File: src/rtl/core/apr_pkg.sv
package apr_pkg;

  localparam int FRAMES_DEF   = 16;
  localparam int AGE_BITS_DEF = 16;

  localparam int PAGE_W = 31;
  localparam int CNT_W  = 5;
  localparam int FIDX_W = 4;

  localparam logic [CNT_W-1:0] CNT_RESET = 5'd16;

endpackage

File: src/rtl/core/apr_cell.sv
module apr_cell
  import apr_pkg::*;
#(
  parameter int  IDX      = 0,
  parameter int  IDX_W    = 4,
  parameter int  AGE_BITS = AGE_BITS_DEF,
  parameter type carry_t  = logic,
  parameter type ctrl_t   = logic
) (
  input  logic   clk_i,
  input  logic   rst_ni,
  input  ctrl_t  ctrl_i,
  input  carry_t carry_i,
  output carry_t carry_o
);

  localparam logic [IDX_W-1:0] MY_IDX = IDX_W'(IDX);

  logic                valid_q, valid_d;
  logic [AGE_BITS-1:0] age_q, age_d;
  logic [PAGE_W-1:0]   page_q;
  carry_t              in_c, carry_d, carry_q;
  logic                is_top, active, is_sel;

  assign is_top = (MY_IDX == ctrl_i.top_idx);
  assign active = (MY_IDX <= ctrl_i.top_idx);
  assign is_sel = (MY_IDX == ctrl_i.sel);

  // the topmost active frame starts the sweep; everything runs downward
  always_comb begin
    if (is_top) begin
      in_c     = '0;
      in_c.tok = ctrl_i.inject;
    end else begin
      in_c = carry_i;
    end
  end

  always_comb begin
    carry_d = in_c;
    if (in_c.tok) begin
      if (!in_c.hit && valid_q && (page_q == ctrl_i.page)) begin
        carry_d.hit     = 1'b1;
        carry_d.hit_idx = MY_IDX;
      end
      if (!in_c.empty && !valid_q) begin
        carry_d.empty     = 1'b1;
        carry_d.empty_idx = MY_IDX;
      end
      // strict less-than keeps ties on the higher index seen first
      if (!in_c.best_set || (age_q < in_c.best_age)) begin
        carry_d.best_set  = 1'b1;
        carry_d.best_age  = age_q;
        carry_d.best_idx  = MY_IDX;
        carry_d.best_page = page_q;
      end
    end
  end

  always_comb begin
    valid_d = valid_q;
    age_d   = age_q;
    if (ctrl_i.update && active) begin
      if (is_sel) begin
        if (ctrl_i.load) begin
          valid_d = 1'b1;
          age_d   = {1'b1, {(AGE_BITS-1){1'b0}}};
        end else begin
          age_d = {1'b1, age_q[AGE_BITS-1:1]};
        end
      end else begin
        age_d = {1'b0, age_q[AGE_BITS-1:1]};
      end
    end
  end

  always_ff @(posedge clk_i or negedge rst_ni) begin
    if (!rst_ni) begin
      valid_q <= 1'b0;
      age_q   <= '0;
      carry_q <= '0;
    end else begin
      valid_q <= valid_d;
      age_q   <= age_d;
      carry_q <= carry_d;
    end
  end

  always_ff @(posedge clk_i) begin
    if (ctrl_i.update && active && is_sel && ctrl_i.load) begin
      page_q <= ctrl_i.page;
    end
  end

  assign carry_o = carry_q;

endmodule

File: src/rtl/core/aging_page_replacement_core.sv
// Flow: an accepted reference is registered, then the search token walks the n managed frames
// (n is frames_in_use clamped to 1..FRAMES) from the top cell down, one cell per cycle;
// when it leaves the bottom cell the ages are updated, the result is registered and busy
// drops. A new reference is accepted only while busy is low.
// Reset: all frames empty, all ages zero, frames_in_use back to 16; no clearing pass.
// Results are shown for one cycle on valid_o; the receiver cannot stall them.
module aging_page_replacement_core
  import apr_pkg::*;
#(
  parameter int FRAMES   = FRAMES_DEF,
  parameter int AGE_BITS = AGE_BITS_DEF
) (
  input  logic              clk_i,
  input  logic              rst_ni,
  input  logic              cfg_we_i,
  input  logic [CNT_W-1:0]  cfg_data_i,
  input  logic              start,
  output logic              busy,
  input  logic [PAGE_W-1:0] page_id_i,
  output logic              valid_o,
  output logic              hit_o,
  output logic [FIDX_W-1:0] frame_index_o,
  output logic              evicted_valid_o,
  output logic [PAGE_W-1:0] evicted_page_o
);

  localparam int IDX_W = (FRAMES > 1) ? $clog2(FRAMES) : 1;

  typedef struct packed {
    logic                tok;
    logic                hit;
    logic [IDX_W-1:0]    hit_idx;
    logic                empty;
    logic [IDX_W-1:0]    empty_idx;
    logic                best_set;
    logic [AGE_BITS-1:0] best_age;
    logic [IDX_W-1:0]    best_idx;
    logic [PAGE_W-1:0]   best_page;
  } carry_t;

  typedef struct packed {
    logic [PAGE_W-1:0] page;
    logic [IDX_W-1:0]  top_idx;
    logic [IDX_W-1:0]  sel;
    logic              inject;
    logic              update;
    logic              load;
  } ctrl_t;

  typedef enum logic {IDLE, SCAN} state_e;

  state_e            state_q;
  logic [CNT_W-1:0]  cfg_q;
  logic [PAGE_W-1:0] page_q;
  logic              inject_q;
  logic              valid_q, hit_q, ev_valid_q;
  logic [FIDX_W-1:0] fidx_q;
  logic [PAGE_W-1:0] ev_page_q;

  logic [IDX_W-1:0]  top_idx;
  logic              accept, done;
  logic [IDX_W-1:0]  sel;
  logic              evict;
  ctrl_t             ctrl;
  carry_t            carry_w [FRAMES+1];
  logic [FRAMES-1:0] tok_vec;

  assign accept = start && (state_q == IDLE);
  assign busy   = (state_q != IDLE);

  always_comb begin
    if (cfg_q == '0) begin
      top_idx = '0;
    end else if (int'(cfg_q) > FRAMES) begin
      top_idx = IDX_W'(FRAMES - 1);
    end else begin
      top_idx = IDX_W'(cfg_q - CNT_W'(1));
    end
  end

  // token leaving the bottom cell ends the sweep
  assign done = (state_q == SCAN) && carry_w[0].tok;

  always_comb begin
    evict = 1'b0;
    priority if (carry_w[0].hit) begin
      sel = carry_w[0].hit_idx;
    end else if (carry_w[0].empty) begin
      sel = carry_w[0].empty_idx;
    end else begin
      sel   = carry_w[0].best_idx;
      evict = 1'b1;
    end
  end

  always_comb begin
    ctrl.page    = page_q;
    ctrl.top_idx = top_idx;
    ctrl.sel     = sel;
    ctrl.inject  = inject_q;
    ctrl.update  = done;
    ctrl.load    = !carry_w[0].hit;
  end

  assign carry_w[FRAMES] = '0;

  for (genvar g = 0; g < FRAMES; g++) begin : g_cell
    apr_cell #(
      .IDX      (g),
      .IDX_W    (IDX_W),
      .AGE_BITS (AGE_BITS),
      .carry_t  (carry_t),
      .ctrl_t   (ctrl_t)
    ) u_cell (
      .clk_i   (clk_i),
      .rst_ni  (rst_ni),
      .ctrl_i  (ctrl),
      .carry_i (carry_w[g+1]),
      .carry_o (carry_w[g])
    );
    assign tok_vec[g] = carry_w[g].tok;
  end

  always_ff @(posedge clk_i or negedge rst_ni) begin
    if (!rst_ni) begin
      state_q  <= IDLE;
      cfg_q    <= CNT_RESET;
      inject_q <= 1'b0;
      valid_q  <= 1'b0;
    end else begin
      if (cfg_we_i) begin
        cfg_q <= cfg_data_i;
      end
      inject_q <= accept;
      valid_q  <= done;
      unique case (state_q)
        IDLE: begin
          if (accept) begin
            state_q <= SCAN;
          end
        end
        SCAN: begin
          if (done) begin
            state_q <= IDLE;
          end
        end
        default: state_q <= IDLE;
      endcase
    end
  end

  always_ff @(posedge clk_i) begin
    if (accept) begin
      page_q <= page_id_i;
    end
    if (done) begin
      hit_q      <= carry_w[0].hit;
      fidx_q     <= FIDX_W'(sel);
      ev_valid_q <= evict;
      ev_page_q  <= evict ? carry_w[0].best_page : '0;
    end
  end

  assign valid_o         = valid_q;
  assign hit_o           = hit_q;
  assign frame_index_o   = fidx_q;
  assign evicted_valid_o = ev_valid_q;
  assign evicted_page_o  = ev_page_q;

  a_one_token: assert property (@(posedge clk_i) disable iff (!rst_ni)
    $onehot0(tok_vec))
    else $error("more than one search token in the frame chain");

  a_token_only_in_scan: assert property (@(posedge clk_i) disable iff (!rst_ni)
    (tok_vec != '0) |-> (state_q == SCAN))
    else $error("search token alive while idle");

  a_hit_no_evict: assert property (@(posedge clk_i) disable iff (!rst_ni)
    (valid_o && hit_o) |-> !evicted_valid_o)
    else $error("hit reported together with an eviction");

  a_no_evict_zero: assert property (@(posedge clk_i) disable iff (!rst_ni)
    (valid_o && !evicted_valid_o) |-> (evicted_page_o == '0))
    else $error("evicted page nonzero without an eviction");

  a_accept_busy: assert property (@(posedge clk_i) disable iff (!rst_ni)
    accept |=> (busy && !valid_o))
    else $error("accepted reference did not start a sweep");

endmodule
File: config.mk
export PLATFORM = sky130hd
export DESIGN_NAME = aging_page_replacement_core
export DESIGN_NICKNAME = d
export VERILOG_FILES = /design/src/rtl/core/apr_pkg.sv /design/src/rtl/core/apr_cell.sv /design/src/rtl/core/aging_page_replacement_core.sv
export SDC_FILE = /design/constraint.sdc
export NUM_CORES = 2
export LEC_CHECK = 0
export BUFFER_PORTS_ARGS = -buffer_cell sky130_fd_sc_hd__buf_4
export CAP_MARGIN = 20
export CORE_MARGIN = 4
export CORE_UTILIZATION = 40
export DETAILED_ROUTE_END_ITERATION = 12
export MAX_ROUTING_LAYER = met4
export SKIP_LAST_GASP = 1
export SYNTH_ARGS = -nofsm -noshare
export SYNTH_HDL_FRONTEND = slang
export SYNTH_SLANG_ARGS = --single-unit
File: constraint.sdc
create_clock -name clk_i -period 5.24 [get_ports clk_i]
set_input_delay 0.786 -clock clk_i [delete_from_list [all_inputs] [get_ports clk_i]]
set_output_delay 0.786 -clock clk_i [all_outputs]
set_load 0.005 [all_outputs]
==> impl_metrics.tcl <==
set metrics [dict create \
    status "complete, no violations" \
    p_leak_uw 0.0378 \
    grt_pass1_vias 48668 \
    io_pins 79 \
    antenna_found_initial 1 \
    clock-root-buffer "clkbuf_16" \
    grt_pass1_wl_um 292000 \
    routed_wirelength_um 186000 \
    synth_compound_area_share_pct 10.9 \
    min_path_cells 1 \
    ys_ff_latch 1788 \
    yosys.area_share.xor_xnor_pct 5.73 \
    vias 46770 \
    rsz0062_at_grt "false" \
    drt_iter0_drc 3491 \
    setup_viol 0 \
    synth_flop_cell "dfrtp_1" \
    drive_gt1_share_pct 10.4 \
    grt_max_degree 140 \
    post-cts-setup-buffer-count 0 \
    route.detailed.drc 0 \
    path_clk_slew_ns 0.06 \
    worst_slew_pin_slew_ns 1.06 \
    synthArstFlopShare_pct 68.5 \
    worst-setup-path-type "flop to flop" \
    busiest_layer "met2" \
    first_pass_iters 6 \
    path_max_fanout 68 \
    htreeDepth 4 \
    dieArea_um2 196000 \
    drv_slew 0 \
    yosys.area_share.simple_pct 10.7 \
    rows 159 \
    cp_num_cells 15 \
    syn_inst 6131 \
    drv_cap 0 \
    clk_latency_ns 0.82 \
    area.growth.synth_to_final_pct 14.0 \
    synth.yosys.seq_area_share_pct 63.1 \
    cts_buffers 180 \
    grt_use_total_pct 19.4 \
    vias_per_cell 5.25 \
    final_util_pct 45.8 \
    fin_nets 6520 \
    p_sw_share_pct 30.0 \
    sequentialPowerShare_pct 45.3 \
    die_w_um 442 \
    fin_crit_sh_pct 95.7 \
    end_kind "flop" \
    coreArea_um2 188000 \
    io_buffers 78 \
    cts_sinks 1788 \
    place_hpwl_um 130000 \
    slew_headroom_pct 29.3 \
    power.share.clock_pct 33.3 \
    place.gp.congestion 0.879 \
    cts_buffer_depth 3 \
    wl_per_cell_um 20.9 \
    syn_nets 6398 \
    hp-class "primary input to flop" \
    overflow 0 \
    required_ns 5.93 \
    cts_tree "done" \
    powerDensity_nw_per_um2 456 \
    synthAdderAreaFrac_pct 3.77 \
    netlist_area_um2 75400 \
    muxShareOfSynthArea_pct 2.66 \
    multi_input_area_um2 25800 \
    die_h_um 442 \
    tns_ns 0 \
    yosysWarnings 0 \
    fmax_mhz 199 \
    nFillCells 16680 \
    synth_top_family_by_area "compound AO/OA/AOI/OAI gates" \
    critical_path_buf_inv_count 3 \
    path_delay_family "compound AO/OA/AOI/OAI gates" \
    skew_ns 0.0280 \
    use_met3_pct 3.14 \
    slowest_stage "or3_4" \
    antenna_left 0 \
    critPathLaunchType "flop" \
    internal-power_uw 27400 \
    hold_viol_final 0 \
    crit_chain "inv_1, ha_1, or3b_4, nor2_1, or3_4, nand3_2, buf_6, nand2_1, ha_1, o2111ai_1, o21a_1, o2111ai_1, o311ai_4, buf_12, o21ai_0" \
    synth_edf_count 564 \
    seq_area_um2 47600 \
    power_frac_comb_pct 21.4 \
    grt_util_met2_pct 32.5 \
    power.switching_uw 11800 \
    ir_worst_vdd_uv 304 \
    critPathMaxStageDelay_ns 0.49 \
    synth_area_per_cell_um2 12.3 \
    period_minus_slack_ns 5.01 \
    worstPathArrival_ns 5.70 \
    reg2reg_depth 15 \
    hold_ws_ns 0.159 \
    met1_usage_pct 24.3 \
    start_util_pct 40.2 \
    synth.distinct_cells 84 \
]
## metrics by stage
stage,total power [uW],instance area (um2),instances,setup slack [ns]
after floorplan,23000,75400,6131,0.776
after global placement,26200,79800,8558,0.0418
after detailed placement,26300,79800,8560,-0.0175
after CTS,39500,85900,8897,0.0660
after global routing,41000,85900,8902,0.00701
final,39200,86000,8906,0.227
## layout by cell type (no fill, tap or decap), types with 12 or more instances in the layout
master     instances
or2_2             20
edfxtp_1         564
nand4_1          129
buf_12            22
and3_1            92
a21oi_1          315
xnor2_1          345
ha_1             227
clkbuf_1          45
dfrtp_1         1222
and2_1           160
nor2_1           178
clkbuf_8          37
inv_1            216
o21ai_0          127
nand3_1           44
mux2i_1          195
nor4_1            61
clkinv_2          32
xor2_1           148
a21o_1            85
a22o_1           324
nand2_1          910
buf_4            267
a221o_1           82
nand2b_1          19
a32o_1            62
clkbuf_16        181
o31ai_1           20
nor3_1            20
bufinv_16         14
o21a_1            12
## flip-flops by register name, indices dropped and copies added, names as in the netlist, 4 cells and up
| name | flops |
|---|---|
| evicted_page_o | 31 |
| g_cell.u_cell.age_q | 256 |
| frame_index_o | 4 |
| cfg_q | 5 |
| g_cell.u_cell.carry_o | 944 |
| g_cell.u_cell.valid_q | 16 |
| g_cell.u_cell.page_q | 496 |
| page_q | 31 |
## path summary, 6_finish.rpt
kind / end / from / slack [ns]
setup / recovery: g_cell[2].u_cell.carry_o[15]$_DFF_PN0_ / cfg_q[0]$_DFFE_PN0P_ / 0.23
hold / removal: page_q[30]$_DFFE_PP_ / page_id_i[30] / 0.16
setup reg to reg: g_cell[2].u_cell.carry_o[15]$_DFF_PN0_ / cfg_q[0]$_DFFE_PN0P_ / 0.23
hold reg to reg: g_cell[9].u_cell.carry_o[53]$_DFF_PN0_ / g_cell[10].u_cell.carry_o[53]$_DFF_PN0_ / 0.44
max in group asynchronous: g_cell[12].u_cell.carry_o[5]$_DFF_PN0_ / rst_ni / 3.23
min in group asynchronous: g_cell[1].u_cell.age_q[9]$_DFFE_PN0P_ / rst_ni / 0.56
## layout make-up
type | count | area share (%)
diodes | 4 | 0.0116
flip-flops and latches | 1788 | 55.3
clock inverters | 73 | 1.00
repair buffers | 293 | 2.92
multi-input cells | 3771 | 30.1
well taps | 2495 | 3.63
clock buffers | 263 | 6.06
inverters | 219 | 0.959
## synth_stat cells, types with 148 or more instances
master / n / share of area, %
edfxtp_1: 564 / 22
clkbuf_1: 240 / 1.2
dfrtp_1: 1223 / 41
xor2_1: 148 / 1.7
nor2_1: 180 / 0.90
xnor2_1: 345 / 4.0
nand2_1: 910 / 4.5
ha_1: 227 / 3.8
mux2i_1: 195 / 2.6
a22o_1: 324 / 3.8
inv_1: 217 / 1.1
a21oi_1: 317 / 2.1
and2_1: 160 / 1.3
## routing by layer
layer | up-vias | share of wire (%)
met5 | - | 0
met4 | 0 | 3.1
met3 | 297 | 4.4
met2 | 964 | 50
met1 | 23621 | 43
li1 | 21888 | -
## what timing repair did
action / in CTS / in global routing
endpoints found under the setup margin: 3 / 80
hold endpoints to repair: 36 / 0
hold buffers: 1 / 0
resized for setup: 1 / 4
## power groups by stage
stage	Combinational (uW)	Clock (uW)	Sequential (uW)
5_1_grt	9110	14000	17900
3_5_place_dp	8340	0	18000
2_1_floorplan	5470	0	17500
3_3_place_gp	8210	0	18000
4_1_cts	8370	13400	17700
6_report	8380	13100	17700
## cells by family after synthesis
logic type | Yosys count
XOR/XNOR | 493
flip-flops | 1788
multiplexers | 200
AO/OA/AOI/OAI | 1137
AND/OR/NAND/NOR | 1714
adder cells (fa/ha/maj) | 227
buffers and inverters | 572
(Power assumes the default switching activity.)
